## src/hdl/mbed_pkg.sv

```systemverilog
package mbed_pkg;

  localparam int WINDOW     = 8;
  localparam int PTR_W      = $clog2(WINDOW);
  localparam int IN_W       = 16;
  localparam int ACC_W      = 2 * IN_W;
  localparam int RAD_W      = ACC_W + 8;
  localparam int MAG_W      = 20;
  localparam int REM_W      = MAG_W + 3;
  localparam int SUM_W      = MAG_W + PTR_W;
  localparam int DIFF_W     = SUM_W + 2;
  localparam int IDX_W      = 8;
  localparam int THR_W      = 20;
  localparam int SETTLE_W   = 8;
  localparam int MAXLEN_W   = 9;
  localparam int CFG_W      = 20;
  localparam int CFG_ADDR_W = 2;
  localparam int ROOT_STEPS = MAG_W;
  localparam int CNT_W      = $clog2(ROOT_STEPS);
  localparam int IN_DATA_W  = 48;
  localparam int OUT_DATA_W = 32;
  localparam int REASON_W   = 2;

  localparam logic [THR_W-1:0]    THR_RESET    = THR_W'(48);
  localparam logic [SETTLE_W-1:0] SETTLE_RESET = SETTLE_W'(5);
  localparam logic [MAXLEN_W-1:0] MAXLEN_RESET = MAXLEN_W'(256);

  typedef enum logic [CFG_ADDR_W-1:0] {
    REG_NEAR_THRESHOLD = 2'd0,
    REG_SETTLE_COUNT   = 2'd1,
    REG_MAX_LENGTH     = 2'd2
  } reg_idx_t;

  typedef enum logic [REASON_W-1:0] {
    END_NONE    = 2'd0,
    END_SETTLED = 2'd1,
    END_MAXLEN  = 2'd2
  } reason_t;

  typedef enum logic [1:0] {
    AXIS_X = 2'd0,
    AXIS_Y = 2'd1,
    AXIS_Z = 2'd2
  } axis_t;

  typedef enum logic [2:0] {
    ST_IDLE,
    ST_MUL,
    ST_ROOT_LD,
    ST_ROOT,
    ST_UPD,
    ST_EVAL
  } state_t;

  typedef struct packed {
    logic  cap;
    logic  mul_en;
    axis_t mul_sel;
    logic  root_ld;
    logic  root_en;
    logic  upd_en;
    logic  eval_en;
  } mbed_cmd_t;

  typedef struct packed {
    logic out_busy;
  } mbed_sts_t;

endpackage

```

## src/hdl/motion_burst_end_detector.sv

```systemverilog
// Each accepted input word is squared axis by axis on the shared squaring multiplier,
// rooted by the 20-step bit-serial square root, then used for window update and compare;
// an output stall holds the compare, and no new input word is taken until it completes.
// A new input word is taken while the previous result still waits on the output.
// Reset (rst, synchronous): registers return to 48 / 5 / 256, window and counters clear.
// Output register empties on reset.
module motion_burst_end_detector (
  input  logic                                clk,
  input  logic                                rst,
  input  logic                                s_tvalid,
  output logic                                s_tready,
  input  logic [mbed_pkg::IN_DATA_W-1:0]      s_tdata,   // accel_x, accel_y, accel_z
  output logic                                m_tvalid,
  input  logic                                m_tready,
  output logic [mbed_pkg::OUT_DATA_W-1:0]     m_tdata,   // magnitude, sample_index, zero pad
  output logic                                m_tlast,
  output logic [mbed_pkg::REASON_W-1:0]       m_tuser,   // end_reason
  input  logic                                cfg_we,
  input  logic [mbed_pkg::CFG_ADDR_W-1:0]     cfg_addr,
  input  logic [mbed_pkg::CFG_W-1:0]          cfg_wdata
);

  mbed_pkg::mbed_cmd_t cmd;
  mbed_pkg::mbed_sts_t sts;

  mbed_ctrl u_ctrl (
    .clk      (clk),
    .rst      (rst),
    .s_tvalid (s_tvalid),
    .s_tready (s_tready),
    .sts      (sts),
    .cmd      (cmd)
  );

  mbed_dp u_dp (
    .clk       (clk),
    .rst       (rst),
    .s_tdata   (s_tdata),
    .m_tvalid  (m_tvalid),
    .m_tready  (m_tready),
    .m_tdata   (m_tdata),
    .m_tlast   (m_tlast),
    .m_tuser   (m_tuser),
    .cfg_we    (cfg_we),
    .cfg_addr  (cfg_addr),
    .cfg_wdata (cfg_wdata),
    .cmd       (cmd),
    .sts       (sts)
  );

endmodule

```

## src/hdl/mbed_ctrl.sv

```systemverilog
module mbed_ctrl (
  input  logic               clk,
  input  logic               rst,
  input  logic               s_tvalid,
  output logic               s_tready,
  input  mbed_pkg::mbed_sts_t sts,
  output mbed_pkg::mbed_cmd_t cmd
);

  mbed_pkg::state_t             state, state_next;
  logic [mbed_pkg::CNT_W-1:0]   cnt, cnt_next;

  always_ff @(posedge clk) begin
    if (rst) begin
      state <= mbed_pkg::ST_IDLE;
      cnt   <= '0;
    end else begin
      state <= state_next;
      cnt   <= cnt_next;
    end
  end

  always_comb begin
    state_next  = state;
    cnt_next    = cnt;
    s_tready    = 1'b0;
    cmd         = '0;
    cmd.mul_sel = mbed_pkg::AXIS_X;
    unique case (state)
      mbed_pkg::ST_IDLE: begin
        s_tready = 1'b1;
        if (s_tvalid) begin
          cmd.cap    = 1'b1;
          cnt_next   = '0;
          state_next = mbed_pkg::ST_MUL;
        end
      end
      mbed_pkg::ST_MUL: begin
        cmd.mul_en  = 1'b1;
        cmd.mul_sel = mbed_pkg::axis_t'(cnt[1:0]);
        if (cnt[1:0] == mbed_pkg::AXIS_Z) begin
          cnt_next   = '0;
          state_next = mbed_pkg::ST_ROOT_LD;
        end else begin
          cnt_next = cnt + 1'b1;
        end
      end
      mbed_pkg::ST_ROOT_LD: begin
        cmd.root_ld = 1'b1;
        cnt_next    = '0;
        state_next  = mbed_pkg::ST_ROOT;
      end
      mbed_pkg::ST_ROOT: begin
        cmd.root_en = 1'b1;
        if (cnt == mbed_pkg::CNT_W'(mbed_pkg::ROOT_STEPS - 1)) begin
          cnt_next   = '0;
          state_next = mbed_pkg::ST_UPD;
        end else begin
          cnt_next = cnt + 1'b1;
        end
      end
      mbed_pkg::ST_UPD: begin
        cmd.upd_en = 1'b1;
        state_next = mbed_pkg::ST_EVAL;
      end
      mbed_pkg::ST_EVAL: begin
        if (!sts.out_busy) begin
          cmd.eval_en = 1'b1;
          state_next  = mbed_pkg::ST_IDLE;
        end
      end
      default: begin
        state_next = mbed_pkg::ST_IDLE;
      end
    endcase
  end

endmodule

```

## src/hdl/mbed_dp.sv

```systemverilog
module mbed_dp (
  input  logic                                clk,
  input  logic                                rst,
  input  logic [mbed_pkg::IN_DATA_W-1:0]      s_tdata,
  output logic                                m_tvalid,
  input  logic                                m_tready,
  output logic [mbed_pkg::OUT_DATA_W-1:0]     m_tdata,
  output logic                                m_tlast,
  output logic [mbed_pkg::REASON_W-1:0]       m_tuser,
  input  logic                                cfg_we,
  input  logic [mbed_pkg::CFG_ADDR_W-1:0]     cfg_addr,
  input  logic [mbed_pkg::CFG_W-1:0]          cfg_wdata,
  input  mbed_pkg::mbed_cmd_t                 cmd,
  output mbed_pkg::mbed_sts_t                 sts
);

  logic [mbed_pkg::THR_W-1:0]    near_threshold;
  logic [mbed_pkg::SETTLE_W-1:0] settle_count;
  logic [mbed_pkg::MAXLEN_W-1:0] max_length;

  logic signed [mbed_pkg::IN_W-1:0]  ax, ay, az, op;
  logic signed [mbed_pkg::ACC_W-1:0] prod;
  logic [mbed_pkg::ACC_W-1:0]        acc;

  logic [mbed_pkg::RAD_W-1:0] rad;
  logic [mbed_pkg::REM_W-1:0] rem, rem_sh, trial;
  logic [mbed_pkg::MAG_W-1:0] root;

  logic [mbed_pkg::MAG_W-1:0]    win [mbed_pkg::WINDOW];
  logic [mbed_pkg::PTR_W-1:0]    ptr;
  logic [mbed_pkg::SUM_W-1:0]    sum, sum_next;
  logic [mbed_pkg::SETTLE_W-1:0] near_run, near_run_next;
  logic [mbed_pkg::MAXLEN_W-1:0] samples, samples_next;

  logic signed [mbed_pkg::DIFF_W-1:0] diff;
  logic [mbed_pkg::DIFF_W-1:0]        diff_abs, thr_scaled;
  logic                               near, settled, maxed;
  mbed_pkg::reason_t                  reason;

  always_ff @(posedge clk) begin
    if (rst) begin
      near_threshold <= mbed_pkg::THR_RESET;
      settle_count   <= mbed_pkg::SETTLE_RESET;
      max_length     <= mbed_pkg::MAXLEN_RESET;
    end else if (cfg_we) begin
      unique case (cfg_addr)
        mbed_pkg::REG_NEAR_THRESHOLD: near_threshold <= cfg_wdata[mbed_pkg::THR_W-1:0];
        mbed_pkg::REG_SETTLE_COUNT:   settle_count   <= cfg_wdata[mbed_pkg::SETTLE_W-1:0];
        mbed_pkg::REG_MAX_LENGTH:     max_length     <= cfg_wdata[mbed_pkg::MAXLEN_W-1:0];
        default: ;
      endcase
    end
  end

  always_comb begin
    case (cmd.mul_sel)
      mbed_pkg::AXIS_X: op = ax;
      mbed_pkg::AXIS_Y: op = ay;
      mbed_pkg::AXIS_Z: op = az;
      default:          op = ax;
    endcase
    prod = op * op;
  end

  always_ff @(posedge clk) begin
    if (cmd.cap) begin
      ax  <= s_tdata[15:0];
      ay  <= s_tdata[31:16];
      az  <= s_tdata[47:32];
      acc <= '0;
    end else if (cmd.mul_en) begin
      acc <= acc + $unsigned(prod);
    end
  end

  always_comb begin
    rem_sh = {rem[mbed_pkg::REM_W-3:0], rad[mbed_pkg::RAD_W-1 -: 2]};
    trial  = {1'b0, root, 2'b01};
  end

  always_ff @(posedge clk) begin
    if (cmd.root_ld) begin
      rad  <= {acc, 8'h00};
      rem  <= '0;
      root <= '0;
    end else if (cmd.root_en) begin
      rad <= {rad[mbed_pkg::RAD_W-3:0], 2'b00};
      if (rem_sh >= trial) begin
        rem  <= rem_sh - trial;
        root <= {root[mbed_pkg::MAG_W-2:0], 1'b1};
      end else begin
        rem  <= rem_sh;
        root <= {root[mbed_pkg::MAG_W-2:0], 1'b0};
      end
    end
  end

  always_comb begin
    sum_next   = sum + mbed_pkg::SUM_W'(root) - mbed_pkg::SUM_W'(win[ptr]);
    diff       = $signed(mbed_pkg::DIFF_W'(root) * mbed_pkg::DIFF_W'(mbed_pkg::WINDOW))
               - $signed(mbed_pkg::DIFF_W'(sum));
    diff_abs   = diff[mbed_pkg::DIFF_W-1] ? mbed_pkg::DIFF_W'(-diff) : mbed_pkg::DIFF_W'(diff);
    thr_scaled = mbed_pkg::DIFF_W'(near_threshold) * mbed_pkg::DIFF_W'(mbed_pkg::WINDOW);
    near       = diff_abs < thr_scaled;
    if (!near) begin
      near_run_next = '0;
    end else if (near_run != '1) begin
      near_run_next = near_run + 1'b1;
    end else begin
      near_run_next = near_run;
    end
    samples_next = (samples != '1) ? samples + 1'b1 : samples;
    settled      = near_run_next >= settle_count;
    maxed        = samples_next >= max_length;
    if (settled) begin
      reason = mbed_pkg::END_SETTLED;
    end else if (maxed) begin
      reason = mbed_pkg::END_MAXLEN;
    end else begin
      reason = mbed_pkg::END_NONE;
    end
  end

  always_ff @(posedge clk) begin
    if (rst) begin
      for (int i = 0; i < mbed_pkg::WINDOW; i++) begin
        win[i] <= '0;
      end
      ptr      <= '0;
      sum      <= '0;
      near_run <= '0;
      samples  <= '0;
    end else if (cmd.upd_en) begin
      win[ptr] <= root;
      sum      <= sum_next;
      ptr      <= (ptr == mbed_pkg::PTR_W'(mbed_pkg::WINDOW - 1)) ? '0 : ptr + 1'b1;
    end else if (cmd.eval_en) begin
      if (reason != mbed_pkg::END_NONE) begin
        for (int i = 0; i < mbed_pkg::WINDOW; i++) begin
          win[i] <= '0;
        end
        ptr      <= '0;
        sum      <= '0;
        near_run <= '0;
        samples  <= '0;
      end else begin
        near_run <= near_run_next;
        samples  <= samples_next;
      end
    end
  end

  always_ff @(posedge clk) begin
    if (rst) begin
      m_tvalid <= 1'b0;
    end else if (cmd.eval_en) begin
      m_tvalid <= 1'b1;
    end else if (m_tready) begin
      m_tvalid <= 1'b0;
    end
  end

  always_ff @(posedge clk) begin
    if (cmd.eval_en) begin
      m_tdata <= {4'h0, samples[mbed_pkg::IDX_W-1:0], root};
      m_tlast <= (reason != mbed_pkg::END_NONE);
      m_tuser <= reason;
    end
  end

  assign sts.out_busy = m_tvalid && !m_tready;

endmodule

```

## config.mk

```make
export PLATFORM = sky130hd
export DESIGN_NAME = motion_burst_end_detector
export DESIGN_NICKNAME = d
export VERILOG_FILES = /design/src/hdl/mbed_pkg.sv /design/src/hdl/motion_burst_end_detector.sv /design/src/hdl/mbed_ctrl.sv /design/src/hdl/mbed_dp.sv
export SDC_FILE = /design/constraint.sdc
export NUM_CORES = 2
export LEC_CHECK = 0
export BUFFER_PORTS_ARGS = -buffer_cell sky130_fd_sc_hd__buf_2
export CORE_ASPECT_RATIO = 0.8
export CORE_MARGIN = 2
export CORE_UTILIZATION = 40
export DETAILED_ROUTE_END_ITERATION = 7
export PLACE_DENSITY = 0.52
export SLEW_MARGIN = 20
export SYNTH_ARGS = -nofsm -noshare
export SYNTH_HDL_FRONTEND = slang
export SYNTH_SLANG_ARGS = --single-unit
```

## constraint.sdc

```tcl
create_clock -name clk -period 21.2 [get_ports clk]
set_clock_uncertainty 0.1 [all_clocks]
set_input_delay 2.12 -clock clk [delete_from_list [all_inputs] [get_ports clk]]
set_output_delay 2.12 -clock clk [all_outputs]
set_load 0.005 [all_outputs]
```

## After elaboration in Yosys (flattened, before gate mapping)

Memories as Yosys holds them, arrays and structs flattened. A register that Yosys moved wholly into a read port is not among the register bits.
Cells that the tools add are included.

- Multiplexer cells: 63
- Multipliers: 1
- Add/sub/neg operators: 10
- Order comparisons: 4
- Reductions and logical operators: 18
- Bitwise gates (word level): 9
- Eq/ne operators: 18

Operators with widths:

| kind | count |
|---|---|
| 20-bit two-way mux | 9 |
| 40-bit two-way mux | 2 |
| 23-bit two-way mux | 3 |
| 3-bit two-way mux | 12 |
| 32-bit adder | 1 |
| 16-bit by 16-bit multiplier with 32-bit output | 1 |
| 16-bit case mux with 2 select lines | 1 |
| 25-bit by 23-bit less-than comparator with 1-bit output | 1 |
| 25-bit two-way mux | 1 |
| 25-bit negator | 1 |
| 8-bit two-way mux | 3 |
| 23-bit by 23-bit subtractor with 24-bit output | 1 |
| 23-bit by 20-bit adder with 23-bit output | 1 |
| 23-bit by 22-bit >= comparator with 1-bit output | 1 |
| 23-bit by 20-bit subtractor with 23-bit output | 1 |
| 1-bit two-way mux | 22 |
| 21-bit two-way mux | 1 |
| 21-bit subtractor | 1 |
| 5-bit case mux with 4 select lines | 1 |
| 20-bit OR reduction | 1 |
| 9-bit two-way mux | 2 |
| 3-bit case mux with 6 select lines | 1 |
| 5-bit two-way mux | 3 |
| 2-bit AND reduction | 6 |
| other kinds (26) | 46 |

- Input bits: 75
- Memories: 1
- Bits in writable memories: 160
- Output and inout bits: 37
- Flip-flop bits (word level): 273

Memory list:

| memory | words | bits a word | read ports | clocked after Yosys merged registers in | write ports | line | text |
|---|---|---|---|---|---|---|---|
| u_dp.win | 8 | 20 | 1 | 1 | 8 | mbed_dp.sv:29 | `logic [mbed_pkg::MAG_W-1:0] win [mbed_pkg::WINDOW];` |

## Longest topological paths before layout

- Depth in word-level cells: 15
- Depth in mapped cells: 37
- Gate-level depth less buffers: 33

## By module

Synthesis repeated with hierarchy kept, for this count alone.

- Cell total of the unflattened synthesis: 3092
- Area total of the unflattened synthesis: 32617.5 µm²

Modules (own cells, without submodules):

| module | instances | cells an instance | area an instance (µm²) | seq. area each (µm²) |
|---|---|---|---|---|
| mbed_dp | 1 | 3021 | 32067.0 | 11280.8 |
| mbed_ctrl | 1 | 71 | 550.5 | 160.2 |

## Worst setup path after synthesis

Ideal clock, no wire load.

- Kind: reg2reg
- Start point: register u_ctrl.state[2]
- End point: register u_dp.acc[31] (netlist name)
- Slack: 12.087 ns
- Library setup time: 0.200 ns
- Stages on the path, launching flop included: 36
- Arrival: 8.813 ns
- Data required time: 20.900 ns
- Buffers on the path: 6
- Cell sequence: dfxtp_1 -> clkbuf_1 -> nor3_1 -> clkbuf_1 -> clkbuf_1 -> nand2_1 -> ha_1 -> clkbuf_1 -> clkbuf_1 -> buf_1 -> nand2_1 -> o21ai_1 -> clkinv_1 -> nor2_1 -> inv_1 -> fa_1 -> inv_1 -> fa_1 -> inv_1 -> fa_1 -> inv_1 -> fa_1 -> inv_1 -> fa_1 -> inv_1 -> fa_1 -> ha_1 -> a21o_1 -> or4_1 -> a21oi_1 -> o31ai_1 -> a31oi_1 -> o21ai_0 -> a21oi_1 -> mux2i_1 -> nor2_1

- Longest elaborated chain between the ends: 6

RTL lines:

| item | line | text |
|---|---|---|
| from (decl) | mbed_ctrl.sv:10 | `mbed_pkg::state_t state, state_next;` |
| from (signal assigned) | mbed_ctrl.sv:15 | `state <= mbed_pkg::ST_IDLE;` |
| from (signal assigned) | mbed_ctrl.sv:18 | `state <= state_next;` |
| 3-bit by 1-bit == test with 1-bit output | mbed_ctrl.sv:29 | `unique case (state)` |
| 3-bit two-way mux | mbed_ctrl.sv:29 |  |
| 2-bit == test / 2-bit by 1-bit == test with 1-bit output (equally long branches) | mbed_dp.sv:56 | `case (cmd.mul_sel)` |
| 16-bit case mux with 2 select lines | mbed_dp.sv:56 |  |
| 16-bit by 16-bit multiplier with 32-bit output | mbed_dp.sv:62 | `prod = op * op;` |
| 32-bit adder | mbed_dp.sv:72 | `acc <= acc + $unsigned(prod);` |
| to (signal assigned) | mbed_dp.sv:72 |  |
| to (decl) | mbed_dp.sv:23 | `logic [mbed_pkg::ACC_W-1:0] acc;` |

Parallel ways exist; a longest one is shown, timed or not.
A chain may end at the register's enable or synchronous reset.

## Worst setup path in the final report

Ends and elaborated chain as after synthesis.

==> impl_metrics.yaml <==
status:
  status: "completed"
clock_tree:
  hold_buffers: 0
  cts.clk_slew.worst_paths_ns: 0.06
  cts_tree: "yes"
  cts_resized: 0
  htree_levels: 2
  cts_made_buffers: 48
  post_cts_buffers: 0
  cts_num_sinks: 436
  cts_root_buf: "clkbuf_16"
  clock_path_buffers: 3
  clock_latency_ns: 0.61
layout:
  fin_util_pct: 44.54
  multi_input_area_um2: 18940
  drive_above_1_share_pct: 11.01
  area_growth_pct: 10.23
  final_nets: 3825
  fin_cells: 4380
  final-seq-area_um2: 11440
  filler_cell_count: 7764
timing:
  final_hold_viol_count: 0
  drv_slew: 0
  fin_crit_ns: 10.05
  worstMarginPinSlew_ns: 1.022
  timing.fmax_ghz: 0.09954
  period_share_pct: 47.39
  final-setup-viol-count: 0
  rsz0062_at_grt: "no"
  slew_headroom_pct: 31.84
  tns_ns: 0
route:
  vias_per_cell: 5.347
  remaining_drc_errors: 0
  ant_nets: 0
  wl_um: 81670
  vias: 23420
  first_pass_iters: 6
  routedWlPerCell_um: 18.65
  drt_iter0_drc: 2002
synth:
  synth_warnings: 0
  synth.distinct_cells: 85
  ys_ff_latch: 436
  synth_area_um2: 32580
  async_reset_ff_share_pct: 0
  synth_ff_type: "edfxtp_1"
  synth.avg_cell_area_um2: 10.18
  synthCells: 3202
  synth-seq-area-share_pct: 35.12
  synth-edff-count: 271
floorplan:
  dieHeight_um: 259.3
  die_w_um: 323.1
  start_util_pct: 40.40
  io_pins: 112
  rows: 93
  dieArea_um2: 83770
  core_region_area_um2: 80640
worst_hold_path:
  worstHoldPathType: "reg -> reg"
setup_path:
  worstSetupPathType: "reg -> reg"
  critPathCaptureType: "flip-flop"
  slowest_delay_ns: 0.90
  critPathLaunchType: "flip-flop"
  crit_slowest_cell: "ha_1"
  crit_fanout: 37
  cp.required_ns: 21.53
  arrival_ns: 10.38
  crit_buf_inv: 8
  cp_top_family: "adder cells"
place:
  dp.cells: 4289
  dp_hpwl_um: 62040
  port_buffers: 107
  gp_congestion: 0.9150
global_routing:
  grt_overflow: 0
  grt_max_degree: 85
  track_usage_pct: 20.02
  grt_first_pass_wirelength_um: 133100
  antenna_found_initial: 2
  grt_pass1_vias: 24040
run:
  max_cap_viol_count: 0
metal layers:
metal | routed length [µm] | global-route usage [%]
met1 | 39830 | 30.07
met5 | 0 | 0
met2 | 35620 | 30.58
met3 | 4951 | 3.331
met4 | 1261 | 3.695
cell usage after synthesis (40+ instances only):
library cell  instances  area, µm²
nor3_1               92      460.4
a21o_1               46      345.3
xnor2_1              78      683.2
clkbuf_1            136      510.5
nand2_1             284       1066
nor2_1              189      709.4
o21ai_0             111      555.5
a21oi_1             156      780.8
mux2_2               53      596.8
dfxtp_1             165       3303
nor4_1               89      556.8
fa_1                289       5786
inv_1               429       1610
ha_1                214       2678
nand3_1              80      400.4
edfxtp_1            271       8138
mux4_2               40      900.9
stage by stage:
stage | setup slack (ns) | instance area (µm²) | hold WS, ns
3_3_place_gp | 11.51 | 34310 | 0.3477
6_report | 11.15 | 35910 | 0.3584
3_5_place_dp | 11.30 | 34330 | 0.3512
5_1_grt | 10.45 | 35910 | 0.3715
2_1_floorplan | 12.09 | 32590 | 0.3363
4_1_cts | 11.25 | 35900 | 0.3601
sequential cells by signal (all words and copies together), names as in the netlist, named ones only:
register,count
u_dp.m_tvalid,1
u_dp.max_length,9
u_dp.near_run,8
u_dp.ax,16
u_dp.samples,9
u_dp.ay,16
u_dp.acc,32
u_dp.settle_count,8
u_ctrl.cnt,5
u_dp.win,160
u_dp.sum,23
u_dp.root,20
u_ctrl.state,3
u_dp.ptr,3
u_dp.near_threshold,20
u_dp.m_tdata,28
u_dp.rem,21
u_dp.rad,32
u_dp.m_tuser,2
u_dp.az,16
u_dp.m_tlast,1
worst paths after layout:
check	start	end	slack (ns)	cells after the start
max	u_ctrl.state[2]$_SDFFE_PP0P_	u_dp.acc[31]$_SDFFE_PP0P_	11.15	31
min	u_dp.near_threshold[19]$_SDFFE_PP0P_	u_dp.near_threshold[19]$_SDFFE_PP0P_	0.36	2
max reg2reg	u_ctrl.state[2]$_SDFFE_PP0P_	u_dp.acc[31]$_SDFFE_PP0P_	11.15	31
min reg2reg	u_dp.near_threshold[19]$_SDFFE_PP0P_	u_dp.near_threshold[19]$_SDFFE_PP0P_	0.36	2
worst min-delay path: stages, from the launching register on:
cell and delay, ns:
dfxtp_1 0.31, nand2_1 0.05, a21oi_1 0.05
final cells by class:
type | count | area share (%)
Antenna cell | 1 | 0.006968
Clock buffer | 62 | 3.606
Clock inverter | 28 | 0.7664
Inverter | 456 | 4.766
Multi-Input combinational cell | 2153 | 52.73
Sequential cell | 436 | 31.87
Tap cell | 1092 | 3.804
Timing Repair Buffer | 152 | 2.453
cells in the final DEF (no fill, tap or decap), drive strengths merged, types with 8 or more instances in the layout:
master	netlist	routed
o21a	34	34
mux4	40	40
a22oi	21	21
a211oi	18	18
a21oi	157	157
edfxtp	271	271
nor2b	25	25
buf	24	152
o211ai	8	8
clkbuf	136	62
nand3	80	80
and2	31	31
a21o	46	46
mux2i	34	34
nand2b	26	26
inv	429	431
and3	10	10
nor2	189	189
a31oi	15	15
nor3	93	93
nand2	284	284
o21bai	9	9
fa	289	289
o31ai	19	19
nor4	89	89
dfxtp	165	165
nand4	22	22
ha	214	214
xnor2	78	78
clkinv	27	48
or4	9	9
mux2	53	53
xor2	36	36
o21ai	118	118
cell families (layout without fill, tap and decap cells):
logic type / count (synthesis) / in the layout / synth area share (%)
other cells: 1 / 5 / 0.01151
flops: 436 / 436 / 35.12
buf+inv: 616 / 698 / 7.177
compound gates: 507 / 507 / 9.823
fa+ha+maj: 503 / 503 / 25.98
xor+xnor: 114 / 114 / 3.065
mux: 127 / 127 / 5.641
simple gates: 898 / 898 / 13.19
Power is not shown: default switching activity piles up to over one toggle a cycle in this logic, so the estimate is an artifact.
